[src/rtl/ce_pkg.sv]
// Shared beat types and fixed-point constants for the complex exponential pipeline.
`default_nettype none
package ce_pkg;

  typedef struct packed {
    logic signed [15:0] real_in;
    logic signed [15:0] imag_in;
  } arg_t;

  typedef struct packed {
    logic signed [31:0] real_out;
    logic signed [31:0] imag_out;
  } res_t;

  localparam logic [30:0] ONE_Q30        = 31'd1073741824;
  localparam logic [30:0] LN2_Q30        = 31'd744261118;
  localparam logic [30:0] HALF_PI_Q30    = 31'd1686629713;
  localparam logic [30:0] QUARTER_PI_Q30 = 31'd843314857;

endpackage
`default_nettype wire

[src/rtl/ce_hstep.sv]
// One Horner step: acc_out = 1 +/- ((acc * m) >> 30) / DIV over three stages.
`default_nettype none
module ce_hstep import ce_pkg::*; #(
  parameter int unsigned DIV = 1,
  parameter bit          ADD = 1'b1
) (
  input  logic        clk,
  input  logic [2:0]  en,
  input  logic [30:0] acc_in,
  input  logic [29:0] m_in,
  output logic [30:0] acc_out,
  output logic [29:0] m_out
);

  localparam logic [32:0] RCP = 33'((64'd1 << 32) / 64'(DIV));
  localparam logic [30:0] DV  = 31'(DIV);

  logic [60:0] pa_full;
  logic [30:0] pa1;
  logic [29:0] m1;
  logic [63:0] qprod;
  logic [30:0] pa2;
  logic [30:0] qe2;
  logic [29:0] m2;
  logic [30:0] rm;
  logic [30:0] q;

  assign pa_full = 61'(acc_in) * 61'(m_in);
  assign qprod   = 64'(pa1) * 64'(RCP);
  assign rm      = pa2 - 31'(qe2 * DV);
  assign q       = (rm >= DV) ? qe2 + 31'd1 : qe2;

  always_ff @(posedge clk) begin
    if (en[0]) begin
      pa1 <= pa_full[60:30];
      m1  <= m_in;
    end
    if (en[1]) begin
      pa2 <= pa1;
      qe2 <= qprod[62:32];
      m2  <= m1;
    end
    if (en[2]) begin
      acc_out <= ADD ? ONE_Q30 + q : ONE_Q30 - q;
      m_out   <= m2;
    end
  end

endmodule
`default_nettype wire

[config.mk]
export PLATFORM = sky130hd
export DESIGN_NAME = ce_hstep
export DESIGN_NICKNAME = d
export VERILOG_FILES = /design/src/rtl/ce_pkg.sv /design/src/rtl/ce_hstep.sv
export SDC_FILE = /design/constraint.sdc
export NUM_CORES = 2
export LEC_CHECK = 0
export BUFFER_PORTS_ARGS = -buffer_cell sky130_fd_sc_hd__buf_2
export CORE_UTILIZATION = 55
export CTS_CLUSTER_DIAMETER = 150
export DETAILED_ROUTE_END_ITERATION = 8
export PLACE_DENSITY = 0.84
export SKIP_LAST_GASP = 1
export SYNTH_ARGS = -nofsm -noshare
export SYNTH_HDL_FRONTEND = slang
export SYNTH_SLANG_ARGS = --single-unit
[constraint.sdc]
create_clock -name clk -period 17.5 [get_ports clk]
set_input_delay 3.5 -clock clk [delete_from_list [all_inputs] [get_ports clk]]
set_output_delay 3.5 -clock clk [all_outputs]
set_load 0.005 [all_outputs]
==> flow_metrics.env <==
export IMPL_port_buffer_count=125
export IMPL_grt_pass1_vias=27702
export IMPL_yosys_top_cells_area="fa_1 45%, edfxtp_1 15%, and2_1 9.8%"
export IMPL_insertion_delay_ps=440
export IMPL_viasPerCell=5.62
export IMPL_crit_fanout=32
export IMPL_rr_worst_depth=0
export IMPL_grt_max_degree=62
export IMPL_fin_crit_ps=10800
export IMPL_synth_cell_types=67
export IMPL_cts_buffers=17
export IMPL_crit_start="m_in[6]"
export IMPL_hold_path_class="reg -> reg"
export IMPL_maxSlewViolCount=0
export IMPL_ys_seq_area_frac=0.153
export IMPL_cp_required_ps=17680
export IMPL_period_share=0.617
export IMPL_clockBufferDepth=2
export IMPL_netlist_area_sq_mm=0.0358
export IMPL_fmax_mhz=92.6
export IMPL_core_area_sq_mm=0.0643
export IMPL_synth_top_cells_by_count="836 x inv_1, 807 x fa_1, 562 x and2_1, 415 x nand2_1, 246 x ha_1"
export IMPL_tightest_slew_ps=982
export IMPL_ys_flop_type="edfxtp_1"
export IMPL_cts_resized=0
export IMPL_reg2reg_setup_slack_ps=16750
export IMPL_yosysTopAreaCell="fa_1"
export IMPL_cts_root_buffer="clkbuf_16"
export IMPL_vias=24729
export IMPL_routedWlPerCell_microns=20.0
export IMPL_areaGrowthSynthToFinish_pct=4.48
export IMPL_rsz0062_at_grt="false"
export IMPL_setup_tns_ps=0
export IMPL_grt_overflow=0
export IMPL_post_route_cells_drive_above_1_share=0.0539
export IMPL_die_w_microns=257
export IMPL_antenna_found_initial=2
export IMPL_run_status="completed"
export IMPL_fin_nets=4651
export IMPL_cts_setup_buffers=0
export IMPL_r2r_start="m1[16]$_DFFE_PP_"
export IMPL_syn_nets=4689
export IMPL_worstPathArrival_ps=10980
export IMPL_num_io_pins=126
export IMPL_crit_end="pa1[26]$_DFFE_PP_"
export IMPL_drt_initial_drc_count=1814
export IMPL_cts_num_sinks=183
export IMPL_die_y_microns=257
export IMPL_yosys_warnings=0
export IMPL_max_slew_margin=0.346
export IMPL_synth_most_common_cell="inv_1"
export IMPL_critPathKind="in -> reg"
export IMPL_initial_utilization=0.557
export IMPL_drc=0
export IMPL_setup_viol=0
export IMPL_ant_nets=0
export IMPL_end_kind="register"
export IMPL_fp_row_count=93
export IMPL_skew_ps=11.9
export IMPL_dieArea_sq_mm=0.0661
export IMPL_cts_tree="done"
export IMPL_holdBufCountCts=0
export IMPL_start_kind="input port"
export IMPL_async_reset_ff_frac=0
export IMPL_htree_levels=4
export IMPL_wirelength_microns=88000
export IMPL_grt_first_pass_wirelength_microns=143000
export IMPL_synth_area_per_cell_sq_um=10.0
export IMPL_drv_cap=0
export IMPL_gp_congestion=0.985
export IMPL_regToRegEndpoint="m2[16]$_DFFE_PP_"
export IMPL_setup_slack_ps=6700
export IMPL_synth_edf_count=183
export IMPL_finalHoldViolCount=0
export IMPL_synth_top_area_frac=0.451
export IMPL_dp_hpwl_microns=66300
export IMPL_first_pass_iters=7
export IMPL_ys_ff_latch=183
export IMPL_track_usage=0.279
export IMPL_n_fill_cell=5149
export IMPL_path_clk_slew_ps=80
export IMPL_pre_cts_slack_ps=6360
export IMPL_syn_inst=3571
## placed cells by master (no fill, tap or decap), types with 7 or more instances in the layout
| cell | synthesis | final |
|---|---|---|
| nand4_1 | 17 | 17 |
| nor2_1 | 26 | 26 |
| and2_1 | 562 | 562 |
| o21ai_0 | 28 | 28 |
| buf_2 | 3 | 125 |
| xnor2_1 | 24 | 24 |
| a31oi_1 | 9 | 9 |
| o21bai_1 | 9 | 9 |
| xor2_1 | 7 | 7 |
| a21o_1 | 21 | 21 |
| nand3_1 | 17 | 17 |
| nor3_1 | 9 | 9 |
| clkbuf_16 | 0 | 17 |
| ha_1 | 246 | 246 |
| nand2_1 | 415 | 415 |
| and3_1 | 7 | 7 |
| inv_1 | 836 | 836 |
| buf_4 | 0 | 12 |
| edfxtp_1 | 183 | 183 |
| fa_1 | 807 | 807 |
| o21ai_1 | 7 | 7 |
| a21oi_1 | 75 | 75 |
## state kept, by name, summed over array words and instances (netlist names)
signal / flops
pa1: 31
m1: 30
acc_out: 31
m_out: 30
qe2: 31
m2: 30
## per-stage QoR
| step | instance area (sq um) | hold WS, ps | util | cells |
|---|---|---|---|---|
| final | 37400 | 415 | 0.582 | 4402 |
| after global routing | 37400 | 424 | 0.582 | 4401 |
| after CTS | 37400 | 420 | 0.582 | 4401 |
| after detailed placement | 36900 | 405 | 0.573 | 4369 |
| after global placement | 36900 | 402 | 0.573 | 4369 |
| after floorplan | 35800 | 400 | - | 3571 |
## how the worst min path moves through the flow
stage | slack, ps | from | endpoint | cells past startpoint
5_1_grt | 420 | m2[29]$_DFFE_PP_ | m_out[29]$_DFFE_PP_ | 0
6_report | 420 | m1[2]$_DFFE_PP_ | m2[2]$_DFFE_PP_ | 0
4_1_cts | 420 | m2[1]$_DFFE_PP_ | m_out[1]$_DFFE_PP_ | 0
3_3_place_gp | 400 | m1[2]$_DFFE_PP_ | m2[2]$_DFFE_PP_ | 0
3_5_place_dp | 400 | qe2[21]$_DFFE_PP_ | acc_out[21]$_DFFE_PP_ | 0
2_1_floorplan | 400 | qe2[0]$_DFFE_PP_ | acc_out[0]$_DFFE_PP_ | 0
## area by class of cell
type                    instances  area, sq um  share of cell area
clock inverters                15          138             0.00368
diodes                          1         2.50           0.0000669
inverters                     836         3140              0.0839
clock buffers                  17          425              0.0114
repair buffers                137          716              0.0191
well taps                     855         1070              0.0286
flip-flops and latches        183         5500               0.147
multi-input cells            2358        26400               0.706
## cell families (layout without fill, tap and decap cells)
kind of cell	after synthesis	in the layout	synth area share
simple gates	1075	1075	0.157
fa+ha+maj	1053	1053	0.537
buf+inv	1030	1005	0.108
compound gates	197	197	0.0364
flops	183	183	0.153
xor+xnor	31	31	0.00758
mux	2	2	0.000594
other cells	0	1	0
## worst max-delay path, stage by stage
cell and delay, ps:
buf_2 630, and2_1 270, fa_1 430, fa_1 550, inv_1 60, fa_1 460, fa_1 590, inv_1 80
fa_1 550, fa_1 420, fa_1 490, inv_1 50, fa_1 500, inv_1 60, ha_1 330, a21oi_1 230
o221ai_1 140, a21oi_1 150, o21ai_0 110, a221oi_2 720, a21oi_2 160, a2111oi_1 380, a311oi_1 80
## routing by layer
| layer | global-route usage | up-vias | routed length (microns) |
|---|---|---|---|
| li1 | - | 10451 | - |
| met1 | 0.333 | 12790 | 30900 |
| met2 | 0.496 | 1168 | 46100 |
| met3 | 0.0334 | 320 | 6430 |
| met4 | 0.142 | 0 | 4560 |
| met5 | 0 | - | 0 |
Power is left out: the tool's default activity adds up to more than one toggle a clock period on the data nets, which glitch-free logic cannot reach.
