**src/rtl/ce_pkg.sv**
```systemverilog
// Shared beat types and fixed-point constants for the complex exponential pipeline.
`default_nettype none
package ce_pkg;

  typedef struct packed {
    logic signed [15:0] real_in;
    logic signed [15:0] imag_in;
  } arg_t;

  typedef struct packed {
    logic signed [31:0] real_out;
    logic signed [31:0] imag_out;
  } res_t;

  localparam logic [30:0] ONE_Q30        = 31'd1073741824;
  localparam logic [30:0] LN2_Q30        = 31'd744261118;
  localparam logic [30:0] HALF_PI_Q30    = 31'd1686629713;
  localparam logic [30:0] QUARTER_PI_Q30 = 31'd843314857;

endpackage
`default_nettype wire

```
**src/rtl/ce_recip.sv**
```systemverilog
// Three-stage floor division of a scaled input by a constant, with remainder.
`default_nettype none
module ce_recip import ce_pkg::*; #(
  parameter int          IN_FRAC_BITS = 12,
  parameter int          KW           = 6,
  parameter logic [30:0] DIVISOR      = LN2_Q30
) (
  input  logic                 clk,
  input  logic [2:0]           en,
  input  logic signed [15:0]   a,
  output logic signed [KW-1:0] quo,
  output logic [30:0]          rem
);

  localparam int MW = 33 - IN_FRAC_BITS;
  localparam logic [MW-1:0] MUL = MW'((64'd1 << (62 - IN_FRAC_BITS)) / 64'(DIVISOR));
  localparam int PW = 17 + MW;
  localparam int RW = 46 - IN_FRAC_BITS;

  logic signed [PW-1:0] prod;
  logic signed [15:0]   a1;
  logic signed [KW-1:0] qe_c;
  logic signed [RW-1:0] xs;
  logic signed [RW-1:0] dv;
  logic signed [KW-1:0] qe2;
  logic signed [RW-1:0] r2;

  assign qe_c = KW'(prod >>> 32);
  assign xs   = RW'(a1) <<< (30 - IN_FRAC_BITS);
  assign dv   = $signed(RW'(DIVISOR));

  always_ff @(posedge clk) begin
    if (en[0]) begin
      prod <= PW'(a) * $signed({1'b0, MUL});
      a1   <= a;
    end
    if (en[1]) begin
      qe2 <= qe_c;
      r2  <= xs - RW'(qe_c) * dv;
    end
    if (en[2]) begin
      if (r2 < 0) begin
        quo <= qe2 - KW'(1);
        rem <= 31'(r2 + dv);
      end else if (r2 >= dv) begin
        quo <= qe2 + KW'(1);
        rem <= 31'(r2 - dv);
      end else begin
        quo <= qe2;
        rem <= 31'(r2);
      end
    end
  end

endmodule
`default_nettype wire

```
**config.mk**
```make
export PLATFORM = sky130hd
export DESIGN_NAME = ce_recip
export DESIGN_NICKNAME = d
export VERILOG_FILES = /design/src/rtl/ce_pkg.sv /design/src/rtl/ce_recip.sv
export SDC_FILE = /design/constraint.sdc
export NUM_CORES = 1
export LEC_CHECK = 0
export BUFFER_PORTS_ARGS = -buffer_cell sky130_fd_sc_hd__buf_4
export CORE_MARGIN = 3
export CORE_UTILIZATION = 65
export CTS_CLUSTER_SIZE = 10
export DETAILED_ROUTE_END_ITERATION = 16
export PLACE_DENSITY = 0.95
export SLEW_MARGIN = 40
export SYNTH_ARGS = -nofsm -noshare
export SYNTH_HDL_FRONTEND = slang
export SYNTH_SLANG_ARGS = --single-unit
export TNS_END_PERCENT = 10
```
**constraint.sdc**
```tcl
create_clock -name clk -period 7.76 [get_ports clk]
set_input_delay 1.164 -clock clk [delete_from_list [all_inputs] [get_ports clk]]
set_output_delay 1.164 -clock clk [all_outputs]
set_load 0.03 [all_outputs]
```
==> results.json, run 1 <==
{
  "status": "completed",
  "drtPass1Iterations": 8,
  "worstMarginPinSlew_ps": 731,
  "fp.dieH_um": 148,
  "ys_warn_count": 0,
  "root_buffer": "clkbuf_16",
  "synthArstFlopShare": 0,
  "post_cts_resized": 0,
  "rows": 51,
  "grt_pass1_wl_mm": 51.4,
  "cts_tree": "done",
  "antenna_found_initial": 0,
  "cts_setup_buffers": 0,
  "clkLatencyLatePin_ps": 350,
  "grt_setup_unrepaired": "no",
  "synth.avg_cell_area_sq_um": 10.2,
  "cp.depth": 24,
  "fillers": 1248,
  "grt_usage": 0.292,
  "finalHoldViolCount": 0,
  "coreArea_sq_um": 19700,
  "clk_pin_slew_ps": 70,
  "place_congestion": 0.967,
  "yosys_register_bits": 95,
  "drt_iter0_drc": 814,
  "synth_nets": 1703,
  "multi_input_area_sq_um": 9440,
  "area.growth.synth_to_final_pct": 7.35,
  "hold_class": "reg -> reg",
  "arrival_ps": 7030,
  "setup_viol": 0,
  "fin_skew_ps": 6.67,
  "hpwlAfterDp_mm": 25.5,
  "grt_overflow": 0,
  "netlist_area_sq_um": 13200,
  "cp-start-kind": "register",
  "cts-buffers-inserted": 9,
  "final_max_slew_viol_count": 0,
  "vias": 10100,
  "ys.flop_type": "edfxtp_1",
  "postCtsHoldBufs": 0,
  "critPathBufInv": 1,
  "post-route-min-period_ps": 6920,
  "finalNetCount": 1754,
  "path_class": "reg -> reg",
  "ctsLongestPathBuffers": 2,
  "drive_gt1_frac": 0.0677,
  "drt_wl_total_mm": 31.1,
  "synth-seq-area-share": 0.217,
  "critical_path_required_ps": 7870,
  "max_freq_mhz": 144,
  "grt_pass1_vias": 10600,
  "worst_path_max_delay_cell": "fa_1",
  "route.detailed.wl_per_inst_um": 19.3,
  "slew_headroom": 0.510,
  "yosysUniqueCellTypes": 67,
  "postRouteAntennaNets": 0,
  "register_area_sq_um": 2850,
  "dieArea_sq_um": 22000,
  "io_pins": 57,
  "numPortBuffers": 55,
  "slowest_delay_ps": 780,
  "postSynthCellCount": 1288,
  "maxCapViolCount": 0,
  "synth-edff-count": 95,
  "diodes": 0,
  "viasPerCell": 6.25,
  "hold_depth": 1,
  "cp_top_family": "adder cells",
  "route.detailed.drc": 0,
  "cp_cell_sequence": "fa_1, ha_1, fa_1, fa_1, inv_1, fa_1, nor2b_4, o2111a_1, nor4_1, nor2_1, nor2_1, o21bai_1, xnor2_1, ha_1, a21o_1, a21oi_1, o21bai_1, a21oi_1, nor2_1, a211oi_1, o22ai_1, nor2_1, a21oi_1, xor2_1",
  "initial_core_util": 0.670,
  "timing.setup.tns_ps": 0,
  "r2r_cells": 24,
  "dieWidth_um": 148,
  "end_kind": "register",
  "h-tree-depth": 3,
  "grt_max_degree": 39,
  "cts_sinks": 95,
  "cp_max_fo": 10,
  "period_share": 0.892
}
==> cells by family after synthesis <==
logic type      Yosys count  synth area share
simple gates            246            0.0948
fa+ha+maj               395             0.444
buf+inv                 230            0.0663
other cells               1          0.000285
compound gates          221             0.111
flops                    95             0.217
xor+xnor                100            0.0665
==> Yosys cell counts, types with 2 or more instances <==
cell type / instances / area, sq um
o31ai_1: 9 / 67.6
o41ai_1: 2 / 17.5
o211ai_1: 3 / 22.5
nand2b_1: 10 / 62.6
a41oi_1: 6 / 52.6
a31oi_1: 7 / 43.8
and4_1: 3 / 26.3
nor2_1: 45 / 169
o21a_1: 7 / 52.6
xnor2_1: 61 / 534
or2_2: 11 / 68.8
fa_1: 121 / 2420
nand2_1: 67 / 251
o21ai_0: 37 / 185
nor3b_1: 2 / 15.0
and4b_1: 2 / 20.0
nor2b_1: 8 / 50.1
nand3_1: 24 / 120
buf_4: 2 / 15.0
a32oi_1: 2 / 17.5
a32o_1: 2 / 20.0
and2_1: 4 / 25.0
nand4_1: 10 / 62.6
nand3b_1: 3 / 22.5
clkbuf_1: 11 / 41.3
inv_1: 214 / 803
o21bai_1: 12 / 90.1
a21boi_0: 3 / 22.5
ha_1: 274 / 3430
xor2_1: 39 / 342
o22ai_1: 7 / 43.8
o211a_1: 2 / 20.0
nor4_1: 7 / 43.8
a21o_1: 27 / 203
a211o_1: 2 / 17.5
a211oi_1: 10 / 75.1
edfxtp_1: 95 / 2850
and3_1: 13 / 81.3
a21oi_1: 65 / 325
nor3_1: 21 / 105
a221oi_1: 2 / 17.5
buf_2: 2 / 10.0
or3_1: 10 / 62.6
==> metal layers <==
layer | vias up | part of all wire | GRT usage
li1 | 4583 | - | -
met1 | 4795 | 0.37 | 0.349
met2 | 548 | 0.51 | 0.528
met3 | 135 | 0.071 | 0.0344
met4 | 0 | 0.045 | 0.136
met5 | - | 0 | 0
==> metrics by stage <==
step | hold slack [ps] | instances | util | setup WS (ps) | instance area [sq um]
finish | 568 | 1609 | 0.719 | 836 | 14100
floorplan | 547 | 1288 | - | 1490 | 13200
global route | 585 | 1609 | 0.719 | 500 | 14100
detailed placement | 566 | 1593 | 0.705 | 948 | 13900
global placement | 551 | 1593 | 0.705 | 1120 | 13800
CTS | 571 | 1609 | 0.719 | 910 | 14100
==> final timing paths <==
check             startpoint     end  slack, ps
setup / recovery    prod[32]  r2[31]        840
setup reg to reg    prod[32]  r2[31]        840
hold / removal        qe2[5]  quo[5]        570
hold reg to reg       qe2[5]  quo[5]        570
==> sequential cells by signal, summed over array words and instances, names as in the netlist <==
register	flops
a1	15
rem	29
r2	32
quo	6
prod	7
qe2	6
==> layout make-up <==
class                      instances  share of cell area
clock inverter                     7             0.00390
clock buffer                       9              0.0159
timing repair buffer              56              0.0297
inverter                         214              0.0568
multi-input combinational        963               0.668
tap                              265              0.0235
sequential                        95               0.202
==> layout by cell type, fill, tap and decap left out, drive strengths merged, types with 3 or more instances in the layout <==
cell type    n
o21bai      12
a211oi      10
a21boi       3
nand3b       3
o21a         7
o31ai       10
nand2b      10
clkinvlp     3
or3         10
xnor2       61
edfxtp      95
o22ai        7
inv        217
and4         3
nand4       10
fa         121
nand2       67
clkbuf       9
o21ai       37
a21o        27
and3        13
xor2        39
o211ai       3
a31oi        7
or2         11
and2         4
ha         274
buf         56
nor4         7
a41oi        6
nand3       24
a221oi       3
nor3        22
nor2b        9
a21oi       65
nor2        45
Power of run 1 is left out: the tool's default activity adds up to more than one toggle a clock period on the data nets, which glitch-free logic cannot reach.
==> run 2: changes to the inputs <==
--- a/config.mk
+++ b/config.mk
@@ -5,6 +5,7 @@
 export SDC_FILE = /design/constraint.sdc
 export NUM_CORES = 1
 export LEC_CHECK = 0
+export ABC_AREA = 1
 export BUFFER_PORTS_ARGS = -buffer_cell sky130_fd_sc_hd__buf_4
 export CORE_MARGIN = 3
 export CORE_UTILIZATION = 65
==> run 2 against run 1 <==
Compared with the run above:
- register-to-register slack gained 770 ps
- cell count grew 46%
- global-route usage grew 4.5 points
- routed wire length grew 37%
- largest cell class unchanged
- critical path type unchanged
- count of clock-buffer cells in the layout is the same
- clock skew grew 6.0 ps
- non-clock buffer count grew 1
- synthesized area grew 19%
- utilization shrank 1.3 points
==> results.json, run 2 <==
{
  "cts-buffers-inserted": 9,
  "ys_warn_count": 0,
  "ctsLongestPathBuffers": 2,
  "clkLatencyLatePin_ps": 370,
  "grt_pass1_wl_mm": 69.8,
  "root_buffer": "clkbuf_16",
  "fin_skew_ps": 12.7,
  "dieWidth_um": 161,
  "route.detailed.wl_per_inst_um": 18.1,
  "diodes": 0,
  "hpwlAfterDp_mm": 35.6,
  "yosysUniqueCellTypes": 45,
  "coreArea_sq_um": 23500,
  "clk_pin_slew_ps": 70,
  "synth.most_common_cell": "nand2_1",
  "arrival_ps": 6270,
  "drt_wl_total_mm": 42.6,
  "multi_input_area_sq_um": 11200,
  "post_cts_resized": 0,
  "hold_depth": 2,
  "vias": 14000,
  "fillers": 1809,
  "io_pins": 57,
  "reg_top3": "r2: 32 flops, rem: 29 flops, a1: 15 flops",
  "postCtsHoldBufs": 0,
  "finalNetCount": 2445,
  "grt_usage": 0.337,
  "final_common_cell": "nand2_1",
  "postSynthCellCount": 1986,
  "grt_overflow": 0,
  "viasPerCell": 5.94,
  "drtPass1Iterations": 6,
  "final_max_slew_viol_count": 0,
  "synth-edff-count": 95,
  "worstMarginPinSlew_ps": 793,
  "synth_top_cell_by_area": "ha_1",
  "yosys_register_bits": 95,
  "status": "completed",
  "end_kind": "register",
  "drive_gt1_frac": 0.0511,
  "setup_viol": 0,
  "ys.flop_type": "edfxtp_1",
  "period_share": 0.793,
  "r2r_cells": 25,
  "timing.setup.tns_ps": 0,
  "largest_reg_flops": 32,
  "critical_path_required_ps": 7870,
  "yosysTopAreaCellShare": 0.220,
  "h-tree-depth": 3,
  "drt_iter0_drc": 1406,
  "dieArea_sq_um": 25900,
  "route.detailed.drc": 0,
  "cp_max_fo": 9,
  "fp.dieH_um": 161,
  "hold_class": "reg -> reg",
  "synth_common_cells": "nand2_1, inv_1, ha_1, nor2_1, fa_1",
  "cp-start-kind": "register",
  "numPortBuffers": 55,
  "synth-seq-area-share": 0.183,
  "cts_setup_buffers": 0,
  "area.growth.synth_to_final_pct": 6.48,
  "cts_sinks": 95,
  "synthTopCellsByArea": "ha_1, edfxtp_1, fa_1",
  "cts_tree": "done",
  "final_cell_mix": "nand2_1, inv_1, ha_1",
  "postRouteAntennaNets": 0,
  "rows": 56,
  "post-route-min-period_ps": 6150,
  "maxCapViolCount": 0,
  "path_class": "reg -> reg",
  "max_freq_mhz": 163,
  "synth_nets": 2401,
  "netlist_area_sq_um": 15600,
  "finalHoldViolCount": 0,
  "place_congestion": 1.03,
  "register_area_sq_um": 2850,
  "fin_util": 0.706,
  "initial_core_util": 0.663,
  "regMostFlops": "r2",
  "grt_pass1_vias": 14000,
  "synth.avg_cell_area_sq_um": 7.86,
  "antenna_found_initial": 0,
  "grt_setup_unrepaired": "no",
  "grt_max_degree": 39,
  "synthArstFlopShare": 0,
  "slew_headroom": 0.467
}
==> run 2: changes by cell type in the layout (fill, tap and decap cells not counted), moves of 10 or more <==
cell / change
nand2_1: +386
inv_1: +164
nor2_1: +94
nand3_1: +90
xnor2_1: -41
nand4_1: +33
a21oi_1: +20
xor2_1: +20
and3_1: -13
nand2b_1: -10
or3_1: -10
==> run 2: per-stage QoR <==
stage | hold slack, ps | worst slack, ps | instance area, sq um | std cells
floorplan | 546 | 1970 | 15600 | 1986
detailed placement | 595 | 1320 | 16300 | 2338
CTS | 612 | 1670 | 16600 | 2354
finish | 600 | 1610 | 16600 | 2354
global route | 638 | 1190 | 16600 | 2354
global placement | 576 | 1560 | 16300 | 2338
==> run 2: worst max-delay path, cell delays in order (launching register included) <==
cell and delay, ps:
edfxtp_1 620, fa_1 760, ha_1 330, fa_1 500, fa_1 420, ha_1 430, a21oi_1 250, nand2_1 100
nand3_1 100, nand3_1 120, nand2_1 90, nand2_1 90, a21oi_1 360, inv_1 80, nand2_1 60, nand2_1 60
xor2_1 240, ha_1 350, nand2_1 150, nor2_1 50, nand2_1 100, nor2_1 60, nor4_1 350, nand2_1 100
nand2_1 70, nand2_1 60
==> run 2: kinds of logic after synthesis <==
logic type      synth area share
compound gates            0.0743
flops                      0.183
fa+ha+maj                  0.375
xor+xnor                  0.0454
buf+inv                    0.102
other cells             0.000240
simple gates               0.220
==> run 2: cell type report <==
type	count	share of cell area
sequential	95	0.172
tap	319	0.0240
timing repair buffer	57	0.0257
clock buffer	9	0.0136
inverter	385	0.0873
multi-input combinational	1482	0.672
clock inverter	7	0.00617
==> run 2: final timing paths <==
path,endpoint,startpoint,slack [ps]
setup / recovery,r2[31],prod[32],1610
hold / removal,quo[5],qe2[5],600
hold reg to reg,quo[5],qe2[5],600
setup reg to reg,r2[31],prod[32],1610
==> run 2: routing by layer <==
layer	GRT usage	up-vias	share of wire
met3	0.0588	222	0.082
met1	0.405	6454	0.38
met5	0	-	0
met4	0.173	0	0.063
met2	0.582	786	0.48
li1	-	6524	-
Power of run 2 is left out for the same reason.
